--- config.mk ---
export PLATFORM = sky130hd
export DESIGN_NAME = i2c_master_register_access
export DESIGN_NICKNAME = d
export VERILOG_FILES = /design/src/hdl/i2cra_pkg.sv /design/src/hdl/i2cra_fifo.sv /design/src/hdl/i2cra_engine.sv /design/src/hdl/i2c_master_register_access.sv
export VERILOG_INCLUDE_DIRS = /design/src /design/src/hdl
export SDC_FILE = /design/constraint.sdc
export NUM_CORES = 1
export LEC_CHECK = 0
export ABC_AREA = 1
export BUFFER_PORTS_ARGS = -buffer_cell sky130_fd_sc_hd__buf_4
export CORE_UTILIZATION = 30
export CTS_CLUSTER_DIAMETER = 150
export CTS_CLUSTER_SIZE = 8
export DETAILED_ROUTE_END_ITERATION = 12
export PLACE_DENSITY = 0.56
export SLEW_MARGIN = 25
export SYNTH_ARGS = -nofsm -noshare
export SYNTH_HDL_FRONTEND = slang
export SYNTH_SLANG_ARGS = --single-unit
--- constraint.sdc ---
create_clock -name clk_i -period 2.8 [get_ports clk_i]
set_clock_uncertainty 0.05 [all_clocks]
set_input_delay 0.28 -clock clk_i [delete_from_list [all_inputs] [get_ports clk_i]]
set_output_delay 0.28 -clock clk_i [all_outputs]
set_load 0.03 [all_outputs]
--- src/hdl/i2c_master_register_access_defines.svh ---
// ----------------------------------------------------------------------------
// i2c master register access assertion macros
// shared assertion helpers for the register access block
// ----------------------------------------------------------------------------
`ifndef I2C_MASTER_REGISTER_ACCESS_DEFINES_SVH
`define I2C_MASTER_REGISTER_ACCESS_DEFINES_SVH

// clocked assertion with explicit clock and reset
`define I2CRA_ASSERT_CLK(lbl, clk, rstn, prop, msg) \
  lbl: assert property (@(posedge clk) disable iff (!rstn) prop) else $error(msg);

// clocked assertion on the default clock and reset names
`define I2CRA_ASSERT(lbl, prop, msg) \
  `I2CRA_ASSERT_CLK(lbl, clk_i, rst_ni, prop, msg)

`endif

--- src/hdl/i2cra_pkg.sv ---
// ----------------------------------------------------------------------------
// i2cra_pkg
// types and constants for the i2c master register access block
// ----------------------------------------------------------------------------
`timescale 1ns / 1ps

package i2cra_pkg;

  localparam logic [1:0] MODE_WR8  = 2'd0;
  localparam logic [1:0] MODE_WR16 = 2'd1;
  localparam logic [1:0] MODE_RD8  = 2'd2;
  localparam logic [1:0] MODE_RD16 = 2'd3;

  typedef struct packed {
    logic        start_cmd;
    logic [1:0]  mode;
    logic [6:0]  dev_addr;
    logic [7:0]  reg_addr;
    logic [15:0] write_data;
    logic        sda_level;
  } item_t;

  typedef struct packed {
    logic        scl_drive;
    logic        sda_drive;
    logic        busy_res;
    logic        done_res;
    logic        nack_error;
    logic [15:0] read_data;
  } result_t;

  // bytes on the bus per transaction kind
  function automatic logic [2:0] total_bytes(input logic [1:0] mode);
    logic [2:0] n;
    case (mode)
      MODE_WR8:  n = 3'd3;
      MODE_WR16: n = 3'd4;
      MODE_RD8:  n = 3'd4;
      MODE_RD16: n = 3'd5;
      default:   n = 3'd3;
    endcase
    return n;
  endfunction

  function automatic logic is_read(input logic [1:0] mode);
    return (mode == MODE_RD8) || (mode == MODE_RD16);
  endfunction

endpackage

--- src/hdl/i2cra_fifo.sv ---
// ----------------------------------------------------------------------------
// i2cra_fifo
// small register queue with push/full and pop/empty sides
// ----------------------------------------------------------------------------
`timescale 1ns / 1ps

module i2cra_fifo #(
  parameter int unsigned Depth = 2,
  parameter int unsigned Width = 8
) (
  input  logic             clk_i,
  input  logic             rst_ni,
  input  logic             push_i,
  input  logic [Width-1:0] data_i,
  output logic             full_o,
  input  logic             pop_i,
  output logic [Width-1:0] data_o,
  output logic             empty_o
);

  localparam int unsigned PtrW = (Depth > 1) ? $clog2(Depth) : 1;
  localparam int unsigned CntW = $clog2(Depth + 1);

  logic [Width-1:0] mem_q [Depth];
  logic [PtrW-1:0]  wptr_q, wptr_d, rptr_q, rptr_d;
  logic [CntW-1:0]  count_q, count_d;
  logic             wr, rd;

  assign full_o  = (count_q == CntW'(Depth));
  assign empty_o = (count_q == '0);
  assign wr      = push_i & ~full_o;
  assign rd      = pop_i & ~empty_o;
  assign data_o  = mem_q[rptr_q];

  always_comb begin
    wptr_d  = wptr_q;
    rptr_d  = rptr_q;
    count_d = count_q;
    if (wr) begin
      wptr_d = (wptr_q == PtrW'(Depth - 1)) ? '0 : wptr_q + 1'b1;
    end
    if (rd) begin
      rptr_d = (rptr_q == PtrW'(Depth - 1)) ? '0 : rptr_q + 1'b1;
    end
    if (wr && !rd) begin
      count_d = count_q + 1'b1;
    end else if (rd && !wr) begin
      count_d = count_q - 1'b1;
    end
  end

  always_ff @(posedge clk_i or negedge rst_ni) begin
    if (!rst_ni) begin
      wptr_q  <= '0;
      rptr_q  <= '0;
      count_q <= '0;
    end else begin
      wptr_q  <= wptr_d;
      rptr_q  <= rptr_d;
      count_q <= count_d;
    end
  end

  always_ff @(posedge clk_i) begin
    if (wr) begin
      mem_q[wptr_q] <= data_i;
    end
  end

endmodule

--- src/hdl/i2cra_engine.sv ---
// ----------------------------------------------------------------------------
// i2cra_engine
// bus phase sequencer, one phase per tick item
// ----------------------------------------------------------------------------
`timescale 1ns / 1ps
`include "i2c_master_register_access_defines.svh"

module i2cra_engine
  import i2cra_pkg::*;
(
  input  logic    clk_i,
  input  logic    rst_ni,
  input  logic    item_valid_i,
  input  item_t   item_i,
  input  logic    res_space_i,
  output logic    fire_o,
  output result_t res_o
);

  typedef enum logic [3:0] {
    PH_IDLE, PH_START, PH_BITLO, PH_BITHI, PH_ACKLO, PH_ACKHI,
    PH_RSA, PH_RSB, PH_RSC, PH_STOPA, PH_STOPB
  } phase_e;

  phase_e      phase_q, phase_d;
  logic [3:0]  bit_count_q, bit_count_d;
  logic [2:0]  byte_index_q, byte_index_d;
  logic [7:0]  shift_byte_q, shift_byte_d;
  logic [1:0]  mode_q, mode_d;
  logic [6:0]  dev_q, dev_d;
  logic [7:0]  reg_q, reg_d;
  logic [15:0] data_q, data_d;
  logic [15:0] read_word_q, read_word_d;
  logic        error_q, error_d;
  logic        done;
  logic        rx_now, rx_next;
  logic [2:0]  nxt_index;

  assign fire_o = item_valid_i & res_space_i;

  function automatic logic [7:0] load_byte(input logic [2:0]  idx,
                                           input logic [1:0]  mode,
                                           input logic [6:0]  dev,
                                           input logic [7:0]  rga,
                                           input logic [15:0] dat);
    logic [7:0] v;
    v = 8'h00;
    if (idx == 3'd0) begin
      v = {dev, 1'b0};
    end else if (idx == 3'd1) begin
      v = rga;
    end else if (idx == 3'd2) begin
      if (is_read(mode)) v = {dev, 1'b1};
      else if (mode == MODE_WR16) v = dat[15:8];
      else v = dat[7:0];
    end else if (!is_read(mode)) begin
      v = dat[7:0];
    end
    return v;
  endfunction

  always_comb begin
    phase_d      = phase_q;
    bit_count_d  = bit_count_q;
    byte_index_d = byte_index_q;
    shift_byte_d = shift_byte_q;
    mode_d       = mode_q;
    dev_d        = dev_q;
    reg_d        = reg_q;
    data_d       = data_q;
    read_word_d  = read_word_q;
    error_d      = error_q;
    done         = 1'b0;
    nxt_index    = byte_index_q + 3'd1;
    rx_now       = is_read(mode_q) && (byte_index_q >= 3'd3);
    if (fire_o) begin
      case (phase_q)
        PH_IDLE: begin
          if (item_i.start_cmd) begin
            mode_d       = item_i.mode;
            dev_d        = item_i.dev_addr;
            reg_d        = item_i.reg_addr;
            data_d       = item_i.write_data;
            error_d      = 1'b0;
            byte_index_d = 3'd0;
            bit_count_d  = 4'd0;
            shift_byte_d = 8'h00;
            phase_d      = PH_START;
          end
        end
        PH_START, PH_RSC: begin
          shift_byte_d = load_byte(byte_index_q, mode_q, dev_q, reg_q, data_q);
          bit_count_d  = 4'd0;
          phase_d      = PH_BITLO;
        end
        PH_BITLO: phase_d = PH_BITHI;
        PH_BITHI: begin
          shift_byte_d = {shift_byte_q[6:0], rx_now & item_i.sda_level};
          bit_count_d  = bit_count_q + 4'd1;
          phase_d      = (bit_count_d >= 4'd8) ? PH_ACKLO : PH_BITLO;
        end
        PH_ACKLO: phase_d = PH_ACKHI;
        PH_ACKHI: begin
          if (!rx_now && item_i.sda_level) begin
            error_d = 1'b1;
            phase_d = PH_STOPA;
          end else begin
            if (rx_now) begin
              if (byte_index_q == 3'd3) begin
                read_word_d = (mode_q == MODE_RD16) ? {shift_byte_q, 8'h00}
                                                    : {8'h00, shift_byte_q};
              end else begin
                read_word_d = {read_word_q[15:8], shift_byte_q};
              end
            end
            byte_index_d = nxt_index;
            if (nxt_index >= total_bytes(mode_q)) begin
              phase_d = PH_STOPA;
            end else if (is_read(mode_q) && nxt_index == 3'd2) begin
              phase_d = PH_RSA;
            end else begin
              shift_byte_d = load_byte(nxt_index, mode_q, dev_q, reg_q, data_q);
              bit_count_d  = 4'd0;
              phase_d      = PH_BITLO;
            end
          end
        end
        PH_RSA:   phase_d = PH_RSB;
        PH_RSB:   phase_d = PH_RSC;
        PH_STOPA: phase_d = PH_STOPB;
        PH_STOPB: begin
          phase_d = PH_IDLE;
          done    = 1'b1;
        end
        default:  phase_d = PH_IDLE;
      endcase
    end

    rx_next           = is_read(mode_d) && (byte_index_d >= 3'd3);
    res_o.busy_res    = (phase_d != PH_IDLE);
    res_o.done_res    = done;
    res_o.nack_error  = error_d;
    res_o.read_data   = read_word_d;
    case (phase_d)
      PH_START: begin
        res_o.scl_drive = 1'b1;
        res_o.sda_drive = 1'b0;
      end
      PH_BITLO, PH_BITHI: begin
        res_o.scl_drive = (phase_d == PH_BITHI);
        res_o.sda_drive = rx_next | shift_byte_d[7];
      end
      PH_ACKLO, PH_ACKHI: begin
        res_o.scl_drive = (phase_d == PH_ACKHI);
        res_o.sda_drive = !(rx_next && ((byte_index_d + 3'd1) < total_bytes(mode_d)));
      end
      PH_RSA: begin
        res_o.scl_drive = 1'b0;
        res_o.sda_drive = 1'b1;
      end
      PH_RSC, PH_STOPB: begin
        res_o.scl_drive = 1'b1;
        res_o.sda_drive = 1'b0;
      end
      PH_STOPA: begin
        res_o.scl_drive = 1'b0;
        res_o.sda_drive = 1'b0;
      end
      default: begin
        res_o.scl_drive = 1'b1;
        res_o.sda_drive = 1'b1;
      end
    endcase
  end

  always_ff @(posedge clk_i or negedge rst_ni) begin
    if (!rst_ni) begin
      phase_q      <= PH_IDLE;
      bit_count_q  <= '0;
      byte_index_q <= '0;
      shift_byte_q <= '0;
      mode_q       <= '0;
      dev_q        <= '0;
      reg_q        <= '0;
      data_q       <= '0;
      read_word_q  <= '0;
      error_q      <= 1'b0;
    end else begin
      phase_q      <= phase_d;
      bit_count_q  <= bit_count_d;
      byte_index_q <= byte_index_d;
      shift_byte_q <= shift_byte_d;
      mode_q       <= mode_d;
      dev_q        <= dev_d;
      reg_q        <= reg_d;
      data_q       <= data_d;
      read_word_q  <= read_word_d;
      error_q      <= error_d;
    end
  end

  `I2CRA_ASSERT(a_bitcnt_range, bit_count_q <= 4'd8, "bit counter past eight")
  `I2CRA_ASSERT(a_stop_done, (fire_o && phase_q == PH_STOPB) |-> res_o.done_res, "stop without done")
  `I2CRA_ASSERT(a_idle_hold, (fire_o && phase_q == PH_IDLE && !item_i.start_cmd) |=> (phase_q == PH_IDLE), "left idle without start")
  `I2CRA_ASSERT(a_index_range, byte_index_q <= 3'd5, "byte index out of range")

endmodule

--- src/hdl/i2c_master_register_access.sv ---
// ----------------------------------------------------------------------------
// i2c_master_register_access
// i2c master running register read and write transactions, one bus phase
// per tick item, with queues on both sides of the phase sequencer
// ----------------------------------------------------------------------------
// channel   direction  handshake         payload
// tick      in         push / full       item_i   (item_t)
// result    out        pop / empty       result_o (result_t)
//
// one result per tick item; the sequencer takes one item per cycle while the
// tick queue holds an item and the result queue has room (both registered)
// reset clears both queues and returns the sequencer to idle, lines released
// a stalled result side fills the result queue, then the tick queue, then full
// ----------------------------------------------------------------------------
`timescale 1ns / 1ps

module i2c_master_register_access
  import i2cra_pkg::*;
#(
  parameter int unsigned QueueDepth = 2
) (
  input  logic    clk_i,
  input  logic    rst_ni,
  input  logic    push,
  input  item_t   item_i,
  output logic    full,
  output logic    empty,
  input  logic    pop,
  output result_t result_o
);

  item_t   item_q;
  logic    item_empty;
  logic    res_full;
  logic    fire;
  result_t res;

  i2cra_fifo #(
    .Depth (QueueDepth),
    .Width ($bits(item_t))
  ) u_in_fifo (
    .clk_i   (clk_i),
    .rst_ni  (rst_ni),
    .push_i  (push),
    .data_i  (item_i),
    .full_o  (full),
    .pop_i   (fire),
    .data_o  (item_q),
    .empty_o (item_empty)
  );

  i2cra_engine u_engine (
    .clk_i        (clk_i),
    .rst_ni       (rst_ni),
    .item_valid_i (~item_empty),
    .item_i       (item_q),
    .res_space_i  (~res_full),
    .fire_o       (fire),
    .res_o        (res)
  );

  i2cra_fifo #(
    .Depth (QueueDepth),
    .Width ($bits(result_t))
  ) u_out_fifo (
    .clk_i   (clk_i),
    .rst_ni  (rst_ni),
    .push_i  (fire),
    .data_i  (res),
    .full_o  (res_full),
    .pop_i   (pop),
    .data_o  (result_o),
    .empty_o (empty)
  );

endmodule

; After elaboration in Yosys (flattened, before gate mapping)
; Memory sizes are Yosys's and may differ from the RTL's.
; Index checks and enable logic that the tools add are counted.
[classes]
add_sub_neg = 11
magnitude_cmp = 5
eq_ne = 36
n_mux = 65
bitwise_logic = 11
n_reduce_logical = 36
[ops]
columns = operator, n
row1 = 2-to-1 mux 8 bit, 14
row2 = 2-to-1 mux 16 bit, 6
row3 = one-hot mux 4 bit (9 select lines), 1
row4 = 2-to-1 mux 4 bit, 8
row5 = one-hot mux 8 bit (4 select lines), 1
row6 = == test 4 x 3 -> 1 bit (second input constant), 7
row7 = 2-to-1 mux 3 bit, 9
row8 = == test 4 bit (second input constant), 6
row9 = one-hot mux 3 bit (3 select lines), 2
row10 = == test 4 x 2 -> 1 bit (second input constant), 4
row11 = one-hot mux 4 bit (4 select lines), 1
row12 = 2-to-1 mux 2 bit, 7
row13 = 2-to-1 mux 1 bit, 13
row14 = == test 2 bit (second input constant), 6
row15 = one-hot mux 2 bit (5 select lines), 1
row16 = OR reduction 2 bit, 5
row17 = == test 3 x 2 -> 1 bit (second input constant), 3
row18 = logical AND 1 bit, 9
row19 = == test 4 x 1 -> 1 bit (second input constant), 2
row20 = logical NOT 2 bit, 4
row21 = inequality test 2 bit (second input constant), 4
row22 = nonzero test 4 bit, 2
row23 = adder 3 x 1 -> 3 bit (second input constant), 2
row24 = AND 1 bit, 6
row25 = 22 further kinds, 41
[word_totals]
register_bits = 77
ram_bits = 112
inputBits = 39
output_inout_bits = 23
wordCells = 183
n_memories = 2
[memory_table]
columns = memory, depth, width, read_ports, rd_clocked_by_memory_dff, write_ports, line_no
row1 = u_in_fifo.mem_q, 2, 35, 1, 0, 1, i2cra_fifo.sv:24  ; logic [Width-1:0] mem_q [Depth];
row2 = u_out_fifo.mem_q, 2, 21, 1, 0, 1, i2cra_fifo.sv:24

; Longest topological paths before layout
; Gate-level depths: netlist (run 1).
[depth]
depth_word = 20
depth_mapped = 22
ltp_nobuf = 22

; Hierarchy
; From an unflattened synthesis (run 1), not the netlist that was laid out.
[unflattened]
cells_unflattened = 929
area_unflattened_um2 = 8862.2
[modules_own_cells]
columns = module, instances, cells_per_inst, area_per_inst_um2
row1 = i2cra_engine, 1, 572, 4322.9
row2 = i2cra_fifo at u_in_fifo, 1, 214, 2780.2
row3 = i2cra_fifo at u_out_fifo, 1, 141, 1751.7
row4 = i2c_master_register_access, 1, 2, 7.5

; Worst setup path before layout (run 1)
; Ideal clock, no wire load.
[synth_timing]
path_type = reg-to-reg
start = register u_engine.byte_index_q[0]
end = memory u_out_fifo.mem_q[0][19] (netlist name), data pin
setup_time_ps = 258
arrival_ps = 2768
required_ps = 2492
setup_slack_ps = -276
path_stages_with_launch = 21
n_path_buf = 0
period_less_slack_ps = 3076
path_cell_list = dfrtp_1 ha_1 ha_1 nor2_1 nand2_1 nand2_1 nand2_1 nand2_1 inv_1 nand2_1 nand2_1 ha_1 ha_1 inv_1 ha_1 a21oi_1 nand4_1 nand2_1 nand2_1 nor2_1 nand2_1
[synth_lines]
columns = item, line_no
row1 = start: declaration, i2cra_engine.sv:27  ; logic [2:0] byte_index_q, byte_index_d;
row2 = start signal: assignment, i2cra_engine.sv:191  ; byte_index_q <= byte_index_d;
row3 = end: declaration, i2cra_fifo.sv:24

==> results of run 1 <==
==> power by group through the flow <==
stage / Sequential (mW) / Clock (mW) / Combinational (mW)
after global routing: 4.64 / 2.68 / 5.54
after floorplan: 4.39 / 0 / 3.30
after detailed placement: 4.60 / 0 / 4.76
after global placement: 4.57 / 0 / 4.70
final: 4.55 / 2.52 / 4.88
after CTS: 4.54 / 2.57 / 4.83
==> flip-flops by register name, indices dropped and copies added (netlist names), 2 cells and up <==
signal and flops:
u_engine.read_word_q 16, u_engine.shift_byte_q 8, u_engine.byte_index_q 3, u_in_fifo.mem_q 70
u_engine.reg_q 8, u_engine.dev_q 7, u_engine.data_q 16, u_in_fifo.count_q 2
u_engine.mode_q 2, u_engine.bit_count_q 4, u_out_fifo.mem_q 42, u_engine.phase_q 4
u_out_fifo.count_q 2
==> logic make-up after synthesis <==
| logic type | Yosys count | synth area share, % |
|---|---|---|
| xor gates and xnor gates | 9 | 0.917 |
| DFF | 189 | 61.6 |
| adders and majority gates | 23 | 3.35 |
| buffers and inverters | 110 | 5.17 |
| AOI/OAI and AO/OA | 142 | 9.55 |
| and+or+nand+nor | 414 | 19.3 |
| muxes | 1 | 0.117 |
==> cell usage in the layout (no fill, tap or decap), types with 17 or more instances in the layout <==
cell,count
a21oi_1,17
o21ai_0,49
nand2_2,18
nor2_1,89
nand3_1,34
inv_1,65
buf_4,113
edfxtp_1,112
ha_1,17
dfrtp_1,77
nand2_1,248
clkbuf_16,17
a31oi_1,33
o22ai_1,21
dlygate4sd3_1,36
==> per-stage QoR <==
stage          TNS, ps  utilization, %  cell area (sq um)
3_3_place_gp         0            34.9               9780
4_1_cts              0            38.7              10800
2_1_floorplan        0               -               8630
6_report             0            39.1              10900
3_5_place_dp     -26.2            34.9               9780
5_1_grt           -328            39.1              10900
==> cell usage after synthesis <==
master       n  share of area, %
buf_6        1              0.13
buf_1        1             0.044
nor3_1       3              0.17
inv_1       71               3.1
inv_2        4              0.17
nand2_4      2              0.26
buf_2       10              0.58
nand3_2      1              0.12
nand3_1     37               2.2
nand2_2      1             0.073
o211ai_1     7              0.61
mux2i_1      1              0.12
o2111ai_1    1              0.10
and2_1       1             0.073
o31ai_1      1             0.087
ha_1        23               3.3
or2_2        1             0.073
o21ai_1      2              0.12
a31oi_1     33               2.4
a21oi_2      2              0.20
o22ai_1     21               1.5
nor2_1      97               4.2
nor3_4       1              0.19
xor2_1       4              0.41
buf_4        3              0.26
a221oi_1     3              0.31
nand4_1      3              0.22
nand2_1    266                12
o21ai_0     51               3.0
dfrtp_1     77                22
a21oi_1     21               1.2
edfxtp_1   112                39
clkbuf_1    20              0.87
xnor2_1      5              0.51
nor2_4       1              0.13
==> cell type report <==
| type | instances | area, sq um | share of cell area [%] |
|---|---|---|---|
| clock buffers | 21 | 450 | 4.11 |
| clock inverters | 11 | 158 | 1.44 |
| inverters | 75 | 282 | 2.57 |
| multi-input cells | 589 | 3040 | 27.7 |
| flip-flops and latches | 189 | 5290 | 48.3 |
| well taps | 378 | 473 | 4.32 |
| repair buffers | 152 | 1260 | 11.5 |
==> repair_timing <==
action                     in CTS  in global routing
gates resized for setup         7                 34
hold buffers                   36                  0
pin swaps                      10                 11
setup endpoints to repair       2                 13
hold endpoints to repair      107                  0
gates cloned                    0                  0
setup buffers                   8                  1
==> tightest hold or removal path, stage by stage <==
cell and delay, ps:
buf_4 120, o21ai_0 130, xor2_1 80
==> routing by layer <==
metal  up-vias  part of all wire (%)
met5         -                     0
met4         0                  0.74
met3         6                   3.8
met2       149                    46
met1      3057                    49
li1       3253                     -
==> worst max path at each step <==
| stage | slack, ps | start | cells past startpoint | to |
|---|---|---|---|---|
| after CTS | 6 | u_engine.byte_index_q[0] | 22 | u_out_fifo.mem_q[0][19] |
| after global routing | -160 | u_engine.byte_index_q[1] | 22 | u_out_fifo.mem_q[1][19] |
| after detailed placement | -10 | u_engine.byte_index_q[1] | 19 | u_out_fifo.mem_q[0][19] |
| after global placement | 10 | u_engine.byte_index_q[1] | 22 | u_out_fifo.mem_q[0][19] |
| final | 9 | u_engine.byte_index_q[1] | 23 | u_out_fifo.mem_q[0][19] |
| after floorplan | 30 | u_engine.byte_index_q[0] | 22 | u_out_fifo.mem_q[0][19] |
==> flow_summary.toml, run 1 <==
[run_status]
status = "complete, no violations"

[placed_design]
hpwl_mm = 13.3
place_ws_ps = -13.1
placedCellCount = 1338
gp_congestion = 0.872
portBuffers = 61

[logic_synthesis]
synthCells = 888
synth_cell_types = 35
yosysSeqAreaShare_pct = 61.6
ys_seq_elements = 189
syn-num-nets = 950
yosysWarnings = 0
syn_area_per_cell_sq_um = 9.68
synth_area_sq_um = 8590

[timing]
timing.final.crit_share_pct = 99.7
tightest_slew_ps = 758
rsz0062_at_grt = "yes"
maxSlewViolCount = 0
setup_ws_ps = 9.27
fin_hold_ws_ps = 175
period_needed_ps = 2790
max_freq_mhz = 358
slew-limit-headroom_pct = 49.4
hold_violations = 0
setup_violations = 0

[setup_path]
path_cells = "ha_2, ha_4, nor2_2, nand2_1, nand2_2, nand2_2, nand2_2, inv_2, nand2_2, nand2_2, buf_4, buf_4, buf_4, buf_4, buf_4, nand2_2, nand2_2, nand2_1, nand3_1, nand2_1, inv_1, nor2_1, nand2_1"
critPathLaunchType = "register"
reg2reg_slack_ps = 9
required_ps = 2930
critical_path.max_stage_delay_ps = 390
critPathSlowestCell = "dfrtp_1"
path_buf_inv = 7
endpoint_kind = "register"
worstSetupPathType = "reg -> reg"
r2r_cells = 23
reg2reg_to = "u_out_fifo.mem_q[0][19]"
r2r-start = "u_engine.byte_index_q[1]"
cp_common_cell = "nand2_2"
crit_fanout = 3
critical_path.top_delay_family = "simple AND/OR/NAND/NOR gates"
arrival_ps = 2920

[global_route]
track_usage_pct = 14.3
grt_pass1_wl_mm = 32.4
gr-total-overflow = 0
grt.busiest_layer = "met2"
antenna_found_initial = 0
grt_use_met1_pct = 19.8
grtUsageMet2_pct = 23.2
grt_max_degree = 63
grt_use_met3_pct = 2.32
grt_pass1_vias = 6327

[cells_and_area]
final_nets = 1086
drive_gt1_share_pct = 19.6
syn_to_final_growth_pct = 27.4
nFillCells = 2758
antenna_cells = 0
final_cells = 1415

[floorplanning]
dieArea_sq_um = 29300
die_x_um = 171
row_count = 61
dieHeight_um = 171
initial_utilization_pct = 30.7
io_pins = 62
coreArea_sq_um = 28000

[hold_path]
holdPathEnd = "u_out_fifo.rptr_q"
min_path_type = "in -> reg"
whs_path_depth = 3
min_from = "pop"

[detailed_routing]
routed_wl_mm = 19.9
wire_per_inst_um = 14.1
vias = 6465
drc = 0
vias_per_cell = 4.57
first_pass_iters = 5
ant_nets = 0
drtIter0Drc = 310

[clocking]
ctsRootBufferMaster = "clkbuf_16"
clock_path_buffers = 2
clock_sinks = 189
cts_tree = "done"
cts_buffers = 17
clock_latency_ps = 430
clkSlewWorstSetupHoldPaths_ps = 70
cts_htree_levels = 4

[power_and_ir_drop]
switching_share_pct = 40.0
combPwrFrac_pct = 40.9
p_leak_nw = 4.65
power_mw = 11.9
seqPwrFrac_pct = 38.1
p_per_area_nw_per_um2 = 1090
irDropWorstVdd_uv = 481
p_clk_share_pct = 21.1
p_int_mw = 7.17
power.switching_mw = 4.78

[run]
maxCapViolCount = 0
Note: power is estimated with default switching activity, not from simulation.
==> run 2, diff against run 1 <==
--- a/config.mk
+++ b/config.mk
@@ -6,7 +6,6 @@
 export SDC_FILE = /design/constraint.sdc
 export NUM_CORES = 1
 export LEC_CHECK = 0
-export ABC_AREA = 1
 export BUFFER_PORTS_ARGS = -buffer_cell sky130_fd_sc_hd__buf_4
 export CORE_UTILIZATION = 30
 export CTS_CLUSTER_DIAMETER = 150
==> run 2 against run 1 <==
Against the previous run:
- the run now ends with negative setup slack left
- setup slack got worse by 490 ps
- critical endpoint unchanged
- final cell count fell by 12%
- design area up 1.2%
- hold slack got worse by 11 ps
- wire length shrank 10%
- clock-buffer cell count decreased by 2
==> flow_summary.toml, run 2 <==
[global_route]
grt_max_degree = 63
antenna_found_initial = 0
gr-total-overflow = 0
grt_pass1_wl_mm = 29.0
track_usage_pct = 12.9
grt_pass1_vias = 5555

[setup_path]
crit_fanout = 2
path_buf_inv = 1
r2r_cells = 13
critical_path.top_delay_family = "compound AO/OA/AOI/OAI gates"
worstSetupPathType = "reg -> reg"
path_cells = "ha_4, ha_4, a211o_1, a21oi_4, nor3_4, a221o_2, ha_4, ha_4, inv_2, ha_2, or4_4, a21oi_4, o221ai_2"
cp_common_cell = "ha_4"
endpoint_kind = "register"
reg2reg_slack_ps = -480
reg2reg_to = "u_out_fifo.mem_q[0][19]"
critical_path.max_stage_delay_ps = 480
r2r-start = "u_engine.byte_index_q[1]"
arrival_ps = 3390
required_ps = 2910
startpoint = "u_engine.byte_index_q[1]"
critPathSlowestCell = "or4_4"
critPathLaunchType = "register"

[cells_and_area]
layout_commonest_cell = "buf_4"
mostFrequentLayoutCells = "buf_4, edfxtp_1, nand2_1"
top_regs = "u_in_fifo.mem_q x70, u_out_fifo.mem_q x42"
syn_to_final_growth_pct = 30.6
final_cells = 1250
final_nets = 921
regMostFlops = "u_in_fifo.mem_q"
nFillCells = 2728
drive_gt1_share_pct = 29.1
antenna_cells = 0
largest_reg_flops = 70

[timing]
slew-limit-headroom_pct = 59.0
setup_ws_ps = -477
maxSlewViolCount = 0
setup_violations = 6
timing.final.crit_share_pct = 117
fin_hold_ws_ps = 163
period_needed_ps = 3280
max_freq_mhz = 305
rsz0062_at_grt = "yes"
tightest_slew_ps = 607
hold_violations = 0
finalSetupTns_ps = -1410

[floorplanning]
initial_utilization_pct = 30.5
io_pins = 62
dieArea_sq_um = 29000
row_count = 61
coreArea_sq_um = 27800
die_x_um = 170
dieHeight_um = 170

[logic_synthesis]
synthTopCellsByCount = "edfxtp_1, dfrtp_1, nand2_1"
synth_top_area_cell = "edfxtp_1"
ys.flop_type = "edfxtp_1"
synthTopCellsByArea = "edfxtp_1, dfrtp_1, mux2_2, mux2i_1, nand2_1"
synth.most_common_cell = "edfxtp_1"
synth_area_sq_um = 8480
syn_area_per_cell_sq_um = 12.3
yosysSeqAreaShare_pct = 62.4
synth_edf_count = 112
syn-num-nets = 750
synthArstFlopShare_pct = 40.7
yosysWarnings = 0
synth_cell_types = 65
synthCells = 688
ys_seq_elements = 189
synth_top_area_share_pct = 39.6

[run_status]
violations = "negative setup slack"
status = "complete, but fails checks"

[hold_path]
min_from = "pop"
holdPathEnd = "u_out_fifo.rptr_q"
whs_path_depth = 3
min_path_type = "in -> reg"

[detailed_routing]
drtIter0Drc = 335
vias = 5678
vias_per_cell = 4.54
routed_wl_mm = 17.9
ant_nets = 0
drc = 0
wire_per_inst_um = 14.3
first_pass_iters = 5

[clocking]
cts_htree_levels = 4
clock_sinks = 189
clock_path_buffers = 2
clock_latency_ps = 430
clkSlewWorstSetupHoldPaths_ps = 70
cts_tree = "done"
cts_buffers = 17
ctsRootBufferMaster = "clkbuf_16"

[power_and_ir_drop]
p_leak_nw = 4.41
p_per_area_nw_per_um2 = 1050
irDropWorstVdd_uv = 368

[placed_design]
place_ws_ps = -532
placedCellCount = 1176
hpwl_mm = 12.4
gp_congestion = 0.847
portBuffers = 61

[run]
maxCapViolCount = 0
## run 2: how the worst max path moves through the flow
| stage | slack [ps] | end | cells after the start |
|---|---|---|---|
| floorplan | -550 | u_out_fifo.mem_q[0][19] | 13 |
| global placement | -500 | u_out_fifo.mem_q[0][19] | 13 |
| detailed placement | -530 | u_out_fifo.mem_q[1][19] | 13 |
| CTS | -500 | u_out_fifo.mem_q[1][19] | 13 |
| global route | -570 | u_out_fifo.mem_q[0][19] | 13 |
| finish | -480 | u_out_fifo.mem_q[0][19] | 13 |
## run 2: cell type report
type / count / area, sq um / area share (%)
clock buffers: 19 / 433 / 3.91
clock inverters: 13 / 139 / 1.25
inverters: 17 / 63.8 / 0.576
multi-input cells: 451 / 3200 / 28.8
flip-flops and latches: 189 / 5290 / 47.8
well taps: 378 / 473 / 4.27
repair buffers: 183 / 1480 / 13.4
## run 2: kinds of logic after synthesis
group	share of synthesized area [%]
buffers and inverters	2.36
and+or+nand+nor	9.87
adders and majority gates	3.39
AOI/OAI and AO/OA	12.0
xor gates and xnor gates	1.24
muxes	8.76
DFF	62.4
## run 2: repair_timing
action | in CTS | in global routing
endpoints found under the setup margin | 8 | 21
hold endpoints to repair | 111 | 0
resized for setup | 7 | 18
hold buffers | 36 | 0
pin swaps | 3 | 6
setup buffers | 5 | 1
## run 2: stage by stage
stage	cell area (sq um)	util (%)	total power [mW]
after CTS	11000	39.5	11.7
after floorplan	8560	-	7.40
after global routing	11100	39.9	12.5
after global placement	9960	35.9	9.02
final	11100	39.9	11.6
after detailed placement	9960	35.9	9.08
## run 2: metal layers
metal | vias to the layer above | wire length (um) | GRT usage, %
li1 | 2855 | - | -
met1 | 2731 | 9070 | 18.5
met2 | 84 | 8160 | 19.3
met3 | 8 | 509 | 2.77
met4 | 0 | 133 | 3.96
met5 | - | 0 | 0
## run 2: worst register-to-register path: stages (launching register included)
cell and delay (ps):
dfrtp_1 410, ha_4 180, ha_4 150, a211o_1 270, a21oi_4 170, nor3_4 60, a221o_2 370, ha_4 180
ha_4 250, inv_2 30, ha_2 160, or4_4 480, a21oi_4 130, o221ai_2 120
## run 2: report_power, final
group | total [mW] | switching [mW] | internal, mW
registers | 4.45 | 0.464 | 3.99
clock network | 2.36 | 1.04 | 1.32
logic | 4.83 | 2.75 | 2.08
